## config.mk

```make
export PLATFORM = sky130hd
export DESIGN_NAME = cpu_clock_divider_governor
export DESIGN_NICKNAME = d
export VERILOG_FILES = /design/src/design/ccdg_pkg.sv /design/src/design/ccdg_ctrl.sv /design/src/design/ccdg_datapath.sv /design/src/design/cpu_clock_divider_governor.sv
export SDC_FILE = /design/constraint.sdc
export NUM_CORES = 1
export LEC_CHECK = 0
export BUFFER_PORTS_ARGS = -buffer_cell sky130_fd_sc_hd__buf_4
export CORE_ASPECT_RATIO = 1.4
export CORE_MARGIN = 1
export CORE_UTILIZATION = 43
export CTS_CLUSTER_SIZE = 8
export DETAILED_ROUTE_END_ITERATION = 6
export GPL_ROUTABILITY_DRIVEN = 1
export GPL_TIMING_DRIVEN = 1
export PLACE_DENSITY = 0.7
export SKIP_LAST_GASP = 1
export SYNTH_ARGS = -nofsm -noshare
export SYNTH_HDL_FRONTEND = slang
export SYNTH_SLANG_ARGS = --single-unit
```

## constraint.sdc

```tcl
create_clock -name i_clk -period 6.1 [get_ports i_clk]
set_clock_uncertainty 0.2 [all_clocks]
set_input_delay 0 -clock i_clk [delete_from_list [all_inputs] [get_ports i_clk]]
set_output_delay 0 -clock i_clk [all_outputs]
set_load 0.05 [all_outputs]
```

## src/design/ccdg_pkg.sv

```systemverilog
// ----------------------------------------------------------------------------
// Clock divider governor package
// Widths, codes, constants and the command struct shared by the governor.
// ----------------------------------------------------------------------------
`default_nettype none

package ccdg_pkg;

    // Field and datapath widths.
    localparam int DIV_W      = 9;
    localparam int TGT_W      = 10;
    localparam int IRQ_W      = 16;
    localparam int LOOP_W     = 24;
    localparam int CNT_W      = 8;
    localparam int MARGIN_W   = 5;
    localparam int ROOM_W     = 14;
    localparam int SROOM_W    = ROOM_W + 1;
    localparam int K_W        = 10;
    localparam int PROD_W     = K_W + DIV_W;
    localparam int ACTION_W   = 2;
    localparam int DIR_W      = 2;
    localparam int CFG_IDX_W  = 2;
    localparam int CFG_DATA_W = 8;

    // Default divider limits.
    localparam int DEF_MAX_LINEAR_DIVIDER = 256;
    localparam int DEF_MAX_POW2_DIVIDER   = 4;

    // Decision thresholds.
    localparam logic [LOOP_W-1:0]   LOOP_LIMIT_US   = 24'd2000;
    localparam logic [IRQ_W-1:0]    FAST_LOAD_LIMIT = 16'd900;
    localparam logic [SROOM_W-1:0]  SLOW_LOAD_LIMIT = 15'd850;
    localparam logic [MARGIN_W-1:0] MARGIN_POW2     = 5'd25;
    localparam logic [MARGIN_W-1:0] MARGIN_LINEAR   = 5'd7;
    localparam logic [CNT_W-1:0]    POINTS_RESET    = 8'd100;
    localparam logic [CNT_W-1:0]    COUNT_MAX       = 8'hFF;

    // Request actions.
    localparam logic [ACTION_W-1:0] ACT_SAMPLE     = 2'd0;
    localparam logic [ACTION_W-1:0] ACT_MAX_SPEED  = 2'd1;
    localparam logic [ACTION_W-1:0] ACT_MANUAL_SET = 2'd2;

    // Reported directions.
    localparam logic [DIR_W-1:0] DIR_NONE   = 2'd0;
    localparam logic [DIR_W-1:0] DIR_FASTER = 2'd1;
    localparam logic [DIR_W-1:0] DIR_SLOWER = 2'd2;
    localparam logic [DIR_W-1:0] DIR_SET    = 2'd3;

    // Configuration register indexes.
    localparam logic [CFG_IDX_W-1:0] CFG_DIVIDER_MODE  = 2'd0;
    localparam logic [CFG_IDX_W-1:0] CFG_MANUAL_MODE   = 2'd1;
    localparam logic [CFG_IDX_W-1:0] CFG_POINTS_TARGET = 2'd2;

    // Step commands from the sequencer to the datapath.
    typedef struct packed {
        logic capture;
        logic room;
        logic scale;
        logic prod;
        logic apply;
    } t_cmd;

endpackage

`default_nettype wire

```

## src/design/ccdg_ctrl.sv

```systemverilog
// ----------------------------------------------------------------------------
// Clock divider governor sequencer
// Steps one request through the datapath and owns both handshakes.
// ----------------------------------------------------------------------------
`default_nettype none

module ccdg_ctrl (
    input  wire logic          i_clk,
    input  wire logic          i_rst_n,
    input  wire logic          i_in_valid,
    output logic               o_in_ready,
    output logic               o_out_valid,
    input  wire logic          i_out_ready,
    output ccdg_pkg::t_cmd     o_cmd
);

    typedef enum logic [2:0] {
        S_IDLE,
        S_ROOM,
        S_SCALE,
        S_PROD,
        S_APPLY
    } t_state;

    t_state r_state;
    logic   r_in_ready;
    logic   r_out_valid;
    logic   out_free;

    // The result register may be loaded when it is empty or being drained.
    assign out_free = !r_out_valid || i_out_ready;

    // Step decode.
    always_comb begin
        o_cmd         = '0;
        o_cmd.capture = (r_state == S_IDLE) && i_in_valid && r_in_ready;
        o_cmd.room    = (r_state == S_ROOM);
        o_cmd.scale   = (r_state == S_SCALE);
        o_cmd.prod    = (r_state == S_PROD);
        o_cmd.apply   = (r_state == S_APPLY) && out_free;
    end

    // State and handshake registers.
    // The input side stays closed during reset and opens in the cycle after its release.
    always_ff @(posedge i_clk) begin
        if (!i_rst_n) begin
            r_state     <= S_IDLE;
            r_in_ready  <= 1'b0;
            r_out_valid <= 1'b0;
        end else begin
            if (o_cmd.apply) begin
                r_out_valid <= 1'b1;
            end else if (i_out_ready) begin
                r_out_valid <= 1'b0;
            end
            case (r_state)
                S_IDLE: begin
                    if (i_in_valid && r_in_ready) begin
                        r_state    <= S_ROOM;
                        r_in_ready <= 1'b0;
                    end else begin
                        r_in_ready <= 1'b1;
                    end
                end
                S_ROOM: begin
                    r_state <= S_SCALE;
                end
                S_SCALE: begin
                    r_state <= S_PROD;
                end
                S_PROD: begin
                    r_state <= S_APPLY;
                end
                S_APPLY: begin
                    if (out_free) begin
                        r_state    <= S_IDLE;
                        r_in_ready <= 1'b1;
                    end
                end
                default: begin
                    r_state    <= S_IDLE;
                    r_in_ready <= 1'b1;
                end
            endcase
        end
    end

    assign o_in_ready  = r_in_ready;
    assign o_out_valid = r_out_valid;

endmodule

`default_nettype wire

```

## src/design/ccdg_datapath.sv

```systemverilog
// ----------------------------------------------------------------------------
// Clock divider governor datapath
// Holds configuration and governor state and evaluates one request in steps.
// ----------------------------------------------------------------------------
`default_nettype none

module ccdg_datapath #(
    parameter int MAX_LINEAR_DIVIDER = ccdg_pkg::DEF_MAX_LINEAR_DIVIDER,
    parameter int MAX_POW2_DIVIDER   = ccdg_pkg::DEF_MAX_POW2_DIVIDER
) (
    input  wire logic                            i_clk,
    input  wire logic                            i_rst_n,
    input  wire ccdg_pkg::t_cmd                  i_cmd,
    input  wire logic                            i_cfg_we,
    input  wire logic [ccdg_pkg::CFG_IDX_W-1:0]  i_cfg_idx,
    input  wire logic [ccdg_pkg::CFG_DATA_W-1:0] i_cfg_data,
    input  wire logic [ccdg_pkg::ACTION_W-1:0]   i_action,
    input  wire logic [ccdg_pkg::IRQ_W-1:0]      i_irq_time_us,
    input  wire logic [ccdg_pkg::LOOP_W-1:0]     i_main_loop_us,
    input  wire logic [ccdg_pkg::DIV_W-1:0]      i_requested_divider,
    output logic [ccdg_pkg::DIV_W-1:0]           o_divider,
    output logic                                 o_changed,
    output logic [ccdg_pkg::DIR_W-1:0]           o_direction
);

    localparam int DIV_W   = ccdg_pkg::DIV_W;
    localparam int TGT_W   = ccdg_pkg::TGT_W;
    localparam int IRQ_W   = ccdg_pkg::IRQ_W;
    localparam int CNT_W   = ccdg_pkg::CNT_W;
    localparam int ROOM_W  = ccdg_pkg::ROOM_W;
    localparam int SROOM_W = ccdg_pkg::SROOM_W;
    localparam int K_W     = ccdg_pkg::K_W;
    localparam int PROD_W  = ccdg_pkg::PROD_W;
    localparam int PK2_W   = IRQ_W + 1;

    localparam logic [TGT_W-1:0] MAX_LIN_T  = TGT_W'(MAX_LINEAR_DIVIDER);
    localparam logic [TGT_W-1:0] MAX_POW2_T = TGT_W'(MAX_POW2_DIVIDER);
    localparam logic [TGT_W-1:0] ONE_T      = TGT_W'(1);

    // Largest power of two not above the value.
    function automatic logic [TGT_W-1:0] pow2_floor(input logic [TGT_W-1:0] v);
        logic [TGT_W-1:0] p;
        p = '0;
        for (int i = 0; i < TGT_W; i++) begin
            if (v[i]) begin
                p = ONE_T << i;
            end
        end
        return p;
    endfunction

    // Configuration and governor state.
    logic                r_mode;
    logic                r_manual;
    logic [CNT_W-1:0]    r_target;
    logic [DIV_W-1:0]    r_div;
    logic [IRQ_W-1:0]    r_peak;
    logic [CNT_W-1:0]    r_count;
    logic                r_skip;

    // Captured request.
    logic [ccdg_pkg::ACTION_W-1:0] r_action;
    logic [IRQ_W-1:0]              r_irq;
    logic [ccdg_pkg::LOOP_W-1:0]   r_loop;
    logic [DIV_W-1:0]              r_req;

    // Working registers of the evaluation steps.
    logic [IRQ_W-1:0]  r_peak1;
    logic [CNT_W-1:0]  r_cnt1;
    logic [ROOM_W-1:0] r_room;
    logic              r_fast_loop;
    logic              r_fast_peak;
    logic              r_sroom_ok;
    logic [K_W-1:0]    r_k;
    logic              r_p_lt_k;
    logic              r_p2_lt_k;
    logic [PROD_W-1:0] r_prod;

    // Result registers.
    logic [DIV_W-1:0]           r_out_div;
    logic                       r_out_changed;
    logic [ccdg_pkg::DIR_W-1:0] r_out_dir;

    // Step one: sample statistics and the safety room.
    logic [ccdg_pkg::MARGIN_W-1:0] margin;
    logic [ROOM_W-1:0]             n_room;
    logic [IRQ_W-1:0]              n_peak1;
    logic [CNT_W-1:0]              n_cnt1;

    always_comb begin
        margin  = r_mode ? ccdg_pkg::MARGIN_LINEAR : ccdg_pkg::MARGIN_POW2;
        n_room  = ROOM_W'(margin) * ROOM_W'(r_div);
        n_cnt1  = (r_count != ccdg_pkg::COUNT_MAX) ? r_count + CNT_W'(1) : r_count;
        n_peak1 = r_peak;
        if (r_irq > r_peak) begin
            n_peak1 = r_irq;
            n_cnt1  = '0;
        end
    end

    // Step two: speed-up tests and the room scaled to the slower clock.
    // In linear mode the room is margin times divider, so its scaled value
    // is exactly the room plus the margin.
    logic [SROOM_W-1:0] sroom;
    logic               n_fast_peak;

    always_comb begin
        n_fast_peak = (r_room <= ROOM_W'(ccdg_pkg::FAST_LOAD_LIMIT)) &&
                      (r_peak1 > (ccdg_pkg::FAST_LOAD_LIMIT - IRQ_W'(r_room)));
        if (r_mode) begin
            sroom = SROOM_W'(r_room) + SROOM_W'(ccdg_pkg::MARGIN_LINEAR);
        end else begin
            sroom = {r_room, 1'b0};
        end
    end

    // Step three: scaled peak tests. For the linear mode,
    // peak + peak / d < k holds when peak < k and peak < (k - peak) * d.
    logic [K_W-1:0]    k_diff;
    logic [PROD_W-1:0] n_prod;

    always_comb begin
        k_diff = r_k - r_peak1[K_W-1:0];
        n_prod = PROD_W'(k_diff) * PROD_W'(r_div);
    end

    // Step four: decision.
    logic                       slow_ok;
    logic [TGT_W-1:0]           fast_tgt;
    logic [TGT_W-1:0]           slow_tgt;
    logic [ccdg_pkg::DIR_W-1:0] d_dir;
    logic                       d_apply;
    logic [TGT_W-1:0]           d_tgt;
    logic                       d_sample;
    logic                       d_skip_clr;
    logic                       d_max;

    always_comb begin
        if (r_mode) begin
            slow_ok  = r_sroom_ok && r_p_lt_k && (PROD_W'(r_peak1) < r_prod);
            fast_tgt = (r_div > DIV_W'(1)) ? TGT_W'(r_div) - ONE_T : TGT_W'(r_div);
            slow_tgt = (TGT_W'(r_div) < MAX_LIN_T) ? TGT_W'(r_div) + ONE_T : TGT_W'(r_div);
        end else begin
            slow_ok  = r_sroom_ok && r_p2_lt_k;
            fast_tgt = TGT_W'(r_div >> 1);
            slow_tgt = {r_div, 1'b0};
        end

        d_dir      = ccdg_pkg::DIR_NONE;
        d_apply    = 1'b0;
        d_tgt      = TGT_W'(r_div);
        d_sample   = 1'b0;
        d_skip_clr = 1'b0;
        d_max      = 1'b0;
        case (r_action)
            ccdg_pkg::ACT_SAMPLE: begin
                if (!r_manual) begin
                    if (r_skip) begin
                        d_skip_clr = 1'b1;
                    end else begin
                        d_sample = 1'b1;
                        if (r_fast_loop || r_fast_peak) begin
                            d_dir   = ccdg_pkg::DIR_FASTER;
                            d_apply = 1'b1;
                            d_tgt   = fast_tgt;
                        end else if ((r_cnt1 >= r_target) && slow_ok) begin
                            d_dir   = ccdg_pkg::DIR_SLOWER;
                            d_apply = 1'b1;
                            d_tgt   = slow_tgt;
                        end
                    end
                end
            end
            ccdg_pkg::ACT_MAX_SPEED: begin
                if (!r_manual) begin
                    d_max   = 1'b1;
                    d_dir   = ccdg_pkg::DIR_SET;
                    d_apply = 1'b1;
                    d_tgt   = ONE_T;
                end
            end
            ccdg_pkg::ACT_MANUAL_SET: begin
                if (r_manual) begin
                    d_dir   = ccdg_pkg::DIR_SET;
                    d_apply = 1'b1;
                    d_tgt   = TGT_W'(r_req);
                end
            end
            default: begin
                d_dir = ccdg_pkg::DIR_NONE;
            end
        endcase
    end

    // Clamp the target to the range of the mode and round in power-of-two mode.
    logic [TGT_W-1:0] tgt_c;
    logic [DIV_W-1:0] new_div;
    logic             div_chg;

    always_comb begin
        tgt_c = d_tgt;
        if (r_mode) begin
            if (tgt_c > MAX_LIN_T) begin
                tgt_c = MAX_LIN_T;
            end
        end else begin
            if (tgt_c > MAX_POW2_T) begin
                tgt_c = MAX_POW2_T;
            end
        end
        if (tgt_c == '0) begin
            tgt_c = ONE_T;
        end
        if (r_mode) begin
            new_div = tgt_c[DIV_W-1:0];
        end else begin
            new_div = DIV_W'(pow2_floor(tgt_c));
        end
        div_chg = d_apply && (new_div != r_div);
    end

    // Next governor state.
    logic [DIV_W-1:0] n_div;
    logic [IRQ_W-1:0] n_peak;
    logic [CNT_W-1:0] n_count;
    logic [CNT_W-1:0] n_target;
    logic             n_skip;

    always_comb begin
        n_div    = div_chg ? new_div : r_div;
        n_skip   = div_chg ? 1'b1 : (d_skip_clr ? 1'b0 : r_skip);
        n_peak   = r_peak;
        n_count  = r_count;
        n_target = r_target;
        if (d_sample) begin
            n_peak  = r_peak1;
            n_count = r_fast_loop ? '0 : r_cnt1;
        end
        if (d_max) begin
            n_peak   = '0;
            n_count  = '0;
            n_target = ccdg_pkg::POINTS_RESET;
        end
        if (div_chg && !r_mode) begin
            n_peak  = '0;
            n_count = '0;
        end
        if (d_sample && (n_count >= r_target)) begin
            n_peak  = '0;
            n_count = '0;
        end
    end

    // Configuration and governor state registers.
    always_ff @(posedge i_clk) begin
        if (!i_rst_n) begin
            r_mode   <= 1'b0;
            r_manual <= 1'b0;
            r_target <= ccdg_pkg::POINTS_RESET;
            r_div    <= DIV_W'(1);
            r_peak   <= '0;
            r_count  <= '0;
            r_skip   <= 1'b0;
        end else if (i_cmd.apply) begin
            r_target <= n_target;
            r_div    <= n_div;
            r_peak   <= n_peak;
            r_count  <= n_count;
            r_skip   <= n_skip;
        end else if (i_cfg_we) begin
            case (i_cfg_idx)
                ccdg_pkg::CFG_DIVIDER_MODE: begin
                    r_mode <= i_cfg_data[0];
                end
                ccdg_pkg::CFG_MANUAL_MODE: begin
                    r_manual <= i_cfg_data[0];
                end
                ccdg_pkg::CFG_POINTS_TARGET: begin
                    r_target <= i_cfg_data;
                end
                default: begin
                    r_mode <= r_mode;
                end
            endcase
        end
    end

    // Request capture and step registers.
    always_ff @(posedge i_clk) begin
        if (i_cmd.capture) begin
            r_action <= i_action;
            r_irq    <= i_irq_time_us;
            r_loop   <= i_main_loop_us;
            r_req    <= i_requested_divider;
        end
        if (i_cmd.room) begin
            r_peak1 <= n_peak1;
            r_cnt1  <= n_cnt1;
            r_room  <= n_room;
        end
        if (i_cmd.scale) begin
            r_fast_loop <= (r_loop > ccdg_pkg::LOOP_LIMIT_US);
            r_fast_peak <= n_fast_peak;
            r_sroom_ok  <= (sroom <= ccdg_pkg::SLOW_LOAD_LIMIT);
            r_k         <= K_W'(ccdg_pkg::SLOW_LOAD_LIMIT - sroom);
        end
        if (i_cmd.prod) begin
            r_p_lt_k  <= (r_peak1 < IRQ_W'(r_k));
            r_p2_lt_k <= ({r_peak1, 1'b0} < PK2_W'(r_k));
            r_prod    <= n_prod;
        end
        if (i_cmd.apply) begin
            r_out_div     <= n_div;
            r_out_changed <= div_chg;
            r_out_dir     <= d_dir;
        end
    end

    assign o_divider   = r_out_div;
    assign o_changed   = r_out_changed;
    assign o_direction = r_out_dir;

endmodule

`default_nettype wire

```

## src/design/cpu_clock_divider_governor.sv

```systemverilog
// An accepted request passes through the room, scale, product and apply steps in turn;
// its result is registered when the result register is free, and a stalled result holds
// the request in the apply step. No new request is taken until all four steps are done.
// Reset: synchronous, active low; divider 1, statistics cleared, points target 100.
// The input ready output stays low during reset and rises in the cycle after release.
// ----------------------------------------------------------------------------
// Clock divider governor
// Load-driven divider selection with power-of-two and linear modes, plus manual setting.
// ----------------------------------------------------------------------------
`default_nettype none

module cpu_clock_divider_governor #(
    parameter int MAX_LINEAR_DIVIDER = ccdg_pkg::DEF_MAX_LINEAR_DIVIDER,
    parameter int MAX_POW2_DIVIDER   = ccdg_pkg::DEF_MAX_POW2_DIVIDER
) (
    input  wire logic                            i_clk,
    input  wire logic                            i_rst_n,
    input  wire logic                            i_cfg_we,
    input  wire logic [ccdg_pkg::CFG_IDX_W-1:0]  i_cfg_idx,
    input  wire logic [ccdg_pkg::CFG_DATA_W-1:0] i_cfg_data,
    input  wire logic                            i_in_valid,
    output logic                                 o_in_ready,
    input  wire logic [ccdg_pkg::ACTION_W-1:0]   i_action,
    input  wire logic [ccdg_pkg::IRQ_W-1:0]      i_irq_time_us,
    input  wire logic [ccdg_pkg::LOOP_W-1:0]     i_main_loop_us,
    input  wire logic [ccdg_pkg::DIV_W-1:0]      i_requested_divider,
    output logic                                 o_out_valid,
    input  wire logic                            i_out_ready,
    output logic [ccdg_pkg::DIV_W-1:0]           o_divider,
    output logic                                 o_changed,
    output logic [ccdg_pkg::DIR_W-1:0]           o_direction
);

    ccdg_pkg::t_cmd cmd;

    // Request sequencer and handshakes.
    ccdg_ctrl u_ctrl (
        .i_clk       (i_clk),
        .i_rst_n     (i_rst_n),
        .i_in_valid  (i_in_valid),
        .o_in_ready  (o_in_ready),
        .o_out_valid (o_out_valid),
        .i_out_ready (i_out_ready),
        .o_cmd       (cmd)
    );

    // Governor state and evaluation.
    ccdg_datapath #(
        .MAX_LINEAR_DIVIDER (MAX_LINEAR_DIVIDER),
        .MAX_POW2_DIVIDER   (MAX_POW2_DIVIDER)
    ) u_datapath (
        .i_clk               (i_clk),
        .i_rst_n             (i_rst_n),
        .i_cmd               (cmd),
        .i_cfg_we            (i_cfg_we),
        .i_cfg_idx           (i_cfg_idx),
        .i_cfg_data          (i_cfg_data),
        .i_action            (i_action),
        .i_irq_time_us       (i_irq_time_us),
        .i_main_loop_us      (i_main_loop_us),
        .i_requested_divider (i_requested_divider),
        .o_divider           (o_divider),
        .o_changed           (o_changed),
        .o_direction         (o_direction)
    );

endmodule

`default_nettype wire

```

==> results.py, run 1 <==
metrics = {
    "run_status": {
        "status": "finished, violations left",
        "violations": "setup timing",
    },
    "global_routing": {
        "grtUsageMet1_pct": 28.38,
        "antenna_found_initial": 0,
        "grt_start_max_net_pins": 52,
        "gr-total-overflow": 0,
        "met2_usage_pct": 47.08,
        "busiest_layer": "met2",
        "groute.layer.met3.usage_pct": 3.828,
        "grt_pass1_vias": 13851,
        "groute.usage.overall_pct": 25.70,
        "grt_pass1_wl_mm": 71.82,
    },
    "worst_setup_path": {
        "worst_path_most_repeated_cell": "fa_1",
        "worstSetupEndpointType": "register",
        "crit_type": "register to register",
        "arrival_ns": 6.64,
        "crit_family": "adder cells",
        "crit_buf_inv": 2,
        "r2r_start": "u_datapath.r_peak1[1]$_DFFE_PP_",
        "cp_slowest_stage_delay_ns": 0.57,
        "cp-start-kind": "register",
        "critPathLaunch": "u_datapath.r_peak1[1]$_DFFE_PP_",
        "reg2reg_setup_slack_ns": -0.52,
        "crit_slowest_cell": "fa_1",
        "crit_required_ns": 6.12,
        "critPathMaxFanout": 4,
    },
    "placed_design": {
        "gp_congestion": 0.9807,
        "post-dp-hpwl_mm": 33.72,
        "numPortBuffers": 79,
    },
    "floorplanning": {
        "row_count": 81,
        "io_pins": 80,
        "fp.dieH_um": 225.1,
        "design.core.area_mm2": 0.03496,
        "die_x_um": 161.3,
        "initial_utilization_pct": 43.71,
        "die-area_mm2": 0.03631,
    },
    "synth": {
        "synth_area_mm2": 0.01528,
        "seq_area_frac_synth_pct": 32.94,
        "synth_edf_count": 135,
        "yosysWarnings": 0,
        "synth_top_area_cell": "edfxtp_1",
        "synthCells": 1626,
        "synth.distinct_cells": 83,
        "synth_area_leaders": "edfxtp_1, ha_1, fa_1",
        "syn-num-nets": 1928,
        "async_reset_ff_share_pct": 0,
        "ys.flop_type": "edfxtp_1",
        "synth_area_per_cell_um2": 9.400,
        "synth_seq_cells": 184,
        "synth_top_area_share_pct": 26.52,
    },
    "clock_tree": {
        "cts_buffers": 17,
        "cts_htree_levels": 4,
        "cts_tree": "done",
        "cts_root_buf": "clkbuf_16",
        "cts_sinks": 184,
        "clock_path_buffers": 2,
        "clkSlewWorstSetupHoldPaths_ns": 0.09,
        "worstSkewPairLatency_ns": 0.47,
    },
    "detailed_routing": {
        "finalWirelength_mm": 46.33,
        "ant_nets": 0,
        "vias": 13605,
        "drc": 0,
        "wl_per_cell_um": 18.95,
        "routed_via_density": 5.564,
        "drt-pass1-iter-count": 5,
        "drtIter0Drc": 930,
    },
    "worst_hold_path": {
        "min_from": "i_action[1]",
        "hp-class": "input pin to register",
    },
    "timing": {
        "fmax_ghz": 0.1511,
        "tightest_slew_ns": 1.179,
        "worst_slack_ns": -0.5203,
        "whs_ns": 0.04177,
        "setup_viol": 30,
        "rsz0062_at_grt": "true",
        "final-hold-violation-count": 0,
        "slew_headroom_pct": 20.78,
        "period_needed_ns": 6.620,
        "drv_slew": 0,
        "setup_tns_ns": -7.416,
        "min_period_over_period_pct": 108.5,
    },
    "layout": {
        "final_common_cell": "buf_4",
        "drive_gt1_share_pct": 24.33,
        "fin_nets": 2278,
        "syn2layout_area_growth_pct": 32.02,
        "most-common-layout-cells": "buf_4, inv_1, nand2_1",
        "n_fill_cell": 2895,
        "antenna-diode-count": 0,
    },
    "power_and_ir_drop": {
        "p_leak_nw": 8.799,
        "irDropWorstVdd_mv": 0.2531,
        "p_per_area_mw_per_mm2": 167.7,
    },
    "job": {
        "drv_cap": 0,
    },
}
## timing repair
action / CTS / global route
cloned: 3 / 0
hold endpoints to repair: 76 / 0
gates resized for setup: 79 / 41
hold buffers: 82 / 0
endpoints found under the setup margin: 30 / 31
pin swaps: 84 / 71
buffers inserted: 40 / 11
## per-stage QoR
stage	std cells	instance area, µm²	setup WS (ns)	utilization [%]	power [mW]
after floorplan	1626	15390	-0.2763	-	1.859
after global placement	2298	17870	-0.3982	51.10	2.121
after detailed placement	2298	17870	-0.5507	51.10	2.141
after CTS	2440	19950	-0.3608	57.05	3.363
after global routing	2445	20180	-0.8182	57.71	3.516
final	2445	20180	-0.5203	57.71	3.384
## area by class of cell
class	instances	area [µm²]	area share [%]
Clock inverter	15	192.7	0.9549
Timing Repair Buffer	399	3327	16.49
Multi-Input combinational cell	1175	9876	48.94
Clock buffer	17	425.4	2.108
Tap cell	456	570.5	2.828
Inverter	199	748.2	3.708
Sequential cell	184	5039	24.97
## cell families after synthesis
group / after synthesis / synth area share, %
other cells: 1 / 0.02453
xor+xnor: 54 / 3.094
mux: 23 / 1.555
buf+inv: 267 / 6.843
flops: 184 / 32.94
simple gates: 516 / 16.59
fa+ha+maj: 236 / 23.15
compound gates: 345 / 15.80
## registers in the layout, indices dropped and copies added, names as in the netlist, 2 cells and up
register,cells
u_datapath.r_div,9
u_datapath.r_count,8
u_datapath.r_cnt1,8
u_datapath.r_peak,16
u_datapath.r_irq,16
u_datapath.r_k,10
u_ctrl.r_state,3
u_datapath.r_req,9
u_datapath.r_prod,19
u_datapath.r_peak1,16
u_datapath.o_divider,9
u_datapath.o_direction,2
u_datapath.r_target,8
u_datapath.r_action,2
u_datapath.r_loop,24
u_datapath.r_room,14
## worst paths after layout
path | to | depth (start not counted)
hold reg to reg | u_datapath.r_peak[0]$_SDFFE_PN0P_ | 2
hold / removal | u_datapath.r_action[1]$_DFFE_PP_ | 2
setup reg to reg | u_datapath.r_prod[18]$_DFFE_PP_ | 28
setup / recovery | u_datapath.r_prod[18]$_DFFE_PP_ | 28
## power breakdown
part | switching, mW | leakage, nW | total [mW] | internal [mW]
Clock | 0.575 | 0.299 | 1.13 | 0.559
Sequential | 0.0396 | 1.63 | 1.45 | 1.41
Combinational | 0.428 | 6.87 | 0.804 | 0.376
Total | 1.04 | 8.80 | 3.38 | 2.34
## routing by layer
layer  share of wire (%)  wire [µm]
met2                  52      24090
met5                   0          0
met4                 5.2       2405
met3                 4.0       1865
met1                  39      17960
## synthesized netlist by cell type (19+ instances only)
| library cell | instances |
|---|---|
| ha_1 | 158 |
| a21oi_1 | 78 |
| o22ai_2 | 20 |
| nor2b_1 | 28 |
| and2_1 | 31 |
| nor2_1 | 110 |
| edfxtp_1 | 135 |
| nand2_1 | 168 |
| nand2b_1 | 33 |
| clkbuf_1 | 51 |
| inv_1 | 191 |
| fa_1 | 78 |
| nor3_1 | 40 |
| nand4_1 | 19 |
| xnor2_1 | 36 |
| dfxtp_1 | 49 |
| o21ai_0 | 79 |
| nand3_1 | 30 |
(Power assumes the default switching activity.)
==> run 2: changes to the inputs <==
- CAP_MARGIN: unset -> 20
- CORE_ASPECT_RATIO: 1.4 -> 0.7
==> run 2 against run 1 <==
- the run still ends with setup timing left
- critical path depth is 1 higher
- flip-flop and latch count stayed put
- final cell count grew 2.0%
==> results.py, run 2 (synthesis results as in run 1) <==
metrics = {
    "global_routing": {
        "grt_start_max_net_pins": 41,
        "antenna_found_initial": 0,
        "gr-total-overflow": 0,
        "grt_pass1_wl_mm": 75.89,
        "grt_pass1_vias": 13695,
        "groute.usage.overall_pct": 27.40,
    },
    "placed_design": {
        "post-dp-hpwl_mm": 36.19,
        "dpl.cell_count": 2335,
        "postPlaceCellArea_mm2": 0.01808,
        "numPortBuffers": 79,
        "gp_congestion": 0.9974,
    },
    "clock_tree": {
        "cts_buffers": 17,
        "cts_tree": "done",
        "cts_root_buf": "clkbuf_16",
        "worstSkewPairLatency_ns": 0.46,
        "clkSlewWorstSetupHoldPaths_ns": 0.08,
        "cts_sinks": 184,
        "clock_path_buffers": 2,
        "cts_htree_levels": 4,
    },
    "worst_setup_path": {
        "crit_type": "register to register",
        "crit_slowest_cell": "fa_1",
        "r2r_start": "u_datapath.r_k[0]$_DFFE_PP_",
        "reg2reg_depth": 29,
        "critPathMaxFanout": 4,
        "crit_required_ns": 6.11,
        "arrival_ns": 6.57,
        "worstReg2RegEnd": "u_datapath.r_prod[18]$_DFFE_PP_",
        "worst_path_most_repeated_cell": "fa_1",
        "cp-start-kind": "register",
        "reg2reg_setup_slack_ns": -0.46,
        "worstSetupEndpointType": "register",
        "cp_slowest_stage_delay_ns": 0.56,
    },
    "floorplanning": {
        "row_count": 57,
        "die-area_mm2": 0.03632,
        "io_pins": 80,
        "initial_utilization_pct": 43.83,
        "design.core.area_mm2": 0.03487,
        "die_x_um": 227.3,
        "fp.dieH_um": 159.7,
    },
    "timing": {
        "period_needed_ns": 6.557,
        "min_period_over_period_pct": 107.5,
        "slew_headroom_pct": 32.18,
        "rsz0062_at_grt": "true",
        "whs_ns": 0.04588,
        "fmax_ghz": 0.1525,
        "tightest_slew_ns": 1.015,
        "final-hold-violation-count": 0,
        "setup_viol": 29,
        "worst_slack_ns": -0.4575,
        "drv_slew": 0,
        "setup_tns_ns": -8.285,
    },
    "detailed_routing": {
        "wl_per_cell_um": 19.76,
        "vias": 13871,
        "ant_nets": 0,
        "drtIter0Drc": 1372,
        "drc": 0,
        "drt-pass1-iter-count": 6,
        "finalWirelength_mm": 49.29,
        "routed_via_density": 5.562,
    },
    "run_status": {
        "status": "finished, violations left",
        "violations": "setup timing",
    },
    "layout": {
        "fin_nets": 2311,
        "syn2layout_area_growth_pct": 35.10,
        "antenna-diode-count": 0,
        "stdcell_area_mm2": 0.02065,
        "top_register": "u_datapath.r_loop",
        "drive_gt1_share_pct": 26.46,
        "final_util_pct": 59.21,
        "largest_reg_flops": 24,
        "reg_top3": "u_datapath.r_loop (24), u_datapath.r_prod (19)",
        "instances_no_fill": 2494,
        "most-common-layout-cells": "buf_4, inv_1, nand2_1",
        "final_common_cell": "buf_4",
    },
    "worst_hold_path": {
        "hp-class": "input pin to register",
        "whs_endpoint": "u_datapath.r_loop[15]$_DFFE_PP_",
        "min_from": "i_main_loop_us[15]",
        "hold_path_depth": 2,
    },
    "job": {
        "drv_cap": 0,
    },
    "power_and_ir_drop": {
        "p_per_area_mw_per_mm2": 167.1,
        "p_leak_nw": 8.984,
        "irDropWorstVdd_mv": 0.1870,
    },
}
[run 2: through the flow]
step                total power, mW  setup slack [ns]
global placement              2.143           -0.5425
global route                  3.592           -0.7670
CTS                           3.386           -0.4115
detailed placement            2.161           -0.5977
finish                        3.451           -0.4575
floorplan                     1.859           -0.2763
[run 2: metal layers]
layer  routed length, µm  vias up  track usage [%]
met4                 832        0            5.522
met1               22590     6716            40.68
met5                   0        -                0
met3                5371       82            8.684
li1                    -     6456                -
met2               20490      617            38.71
[run 2: area by class of cell]
| type | instances | area (µm²) |
|---|---|---|
| fillers | 2864 | 14220 |
| multi-input cells | 1175 | 10030 |
| flip-flops and latches | 184 | 5039 |
| repair buffers | 432 | 3631 |
| inverters | 199 | 748.2 |
| well taps | 472 | 590.6 |
| clock buffers | 17 | 425.4 |
| clock inverters | 15 | 185.2 |
[run 2: worst max-delay path, delay by kind of cell, from the launching register on]
| family | cells | cell delay, ns |
|---|---|---|
| simple gates | 4 | 0.76 |
| xor+xnor | 1 | 0.13 |
| flops | 1 | 0.41 |
| fa+ha+maj | 7 | 2.71 |
| buf+inv | 5 | 0.48 |
| compound gates | 12 | 1.63 |
[run 2: worst max path at each step]
stage / start / to / cells after the start
2_1_floorplan: u_datapath.r_k[0]$_DFFE_PP_ / u_datapath.r_prod[18]$_DFFE_PP_ / 29
3_3_place_gp: u_datapath.r_peak1[13]$_DFFE_PP_ / u_datapath.r_count[2]$_SDFFE_PN0P_ / 30
3_5_place_dp: u_datapath.r_k[1]$_DFFE_PP_ / u_datapath.r_prod[18]$_DFFE_PP_ / 28
4_1_cts: u_datapath.r_k[0]$_DFFE_PP_ / u_datapath.r_prod[18]$_DFFE_PP_ / 29
5_1_grt: u_datapath.r_peak1[1]$_DFFE_PP_ / u_datapath.r_prod[18]$_DFFE_PP_ / 27
6_report: u_datapath.r_k[0]$_DFFE_PP_ / u_datapath.r_prod[18]$_DFFE_PP_ / 29
[run 2: timing repair]
action                     CTS  global route
buffers inserted            22            23
hold buffers                82             0
cloned                       3             0
hold endpoints to repair    87             0
pin swaps                   94            79
resized for setup           75            69
setup endpoints to repair   30            32
[run 2: power by group]
group | internal (mW) | switching, mW | total (mW)
Clock | 0.588 | 0.571 | 1.16
Sequential | 1.41 | 0.0407 | 1.45
Combinational | 0.394 | 0.451 | 0.845
Total | 2.39 | 1.06 | 3.45
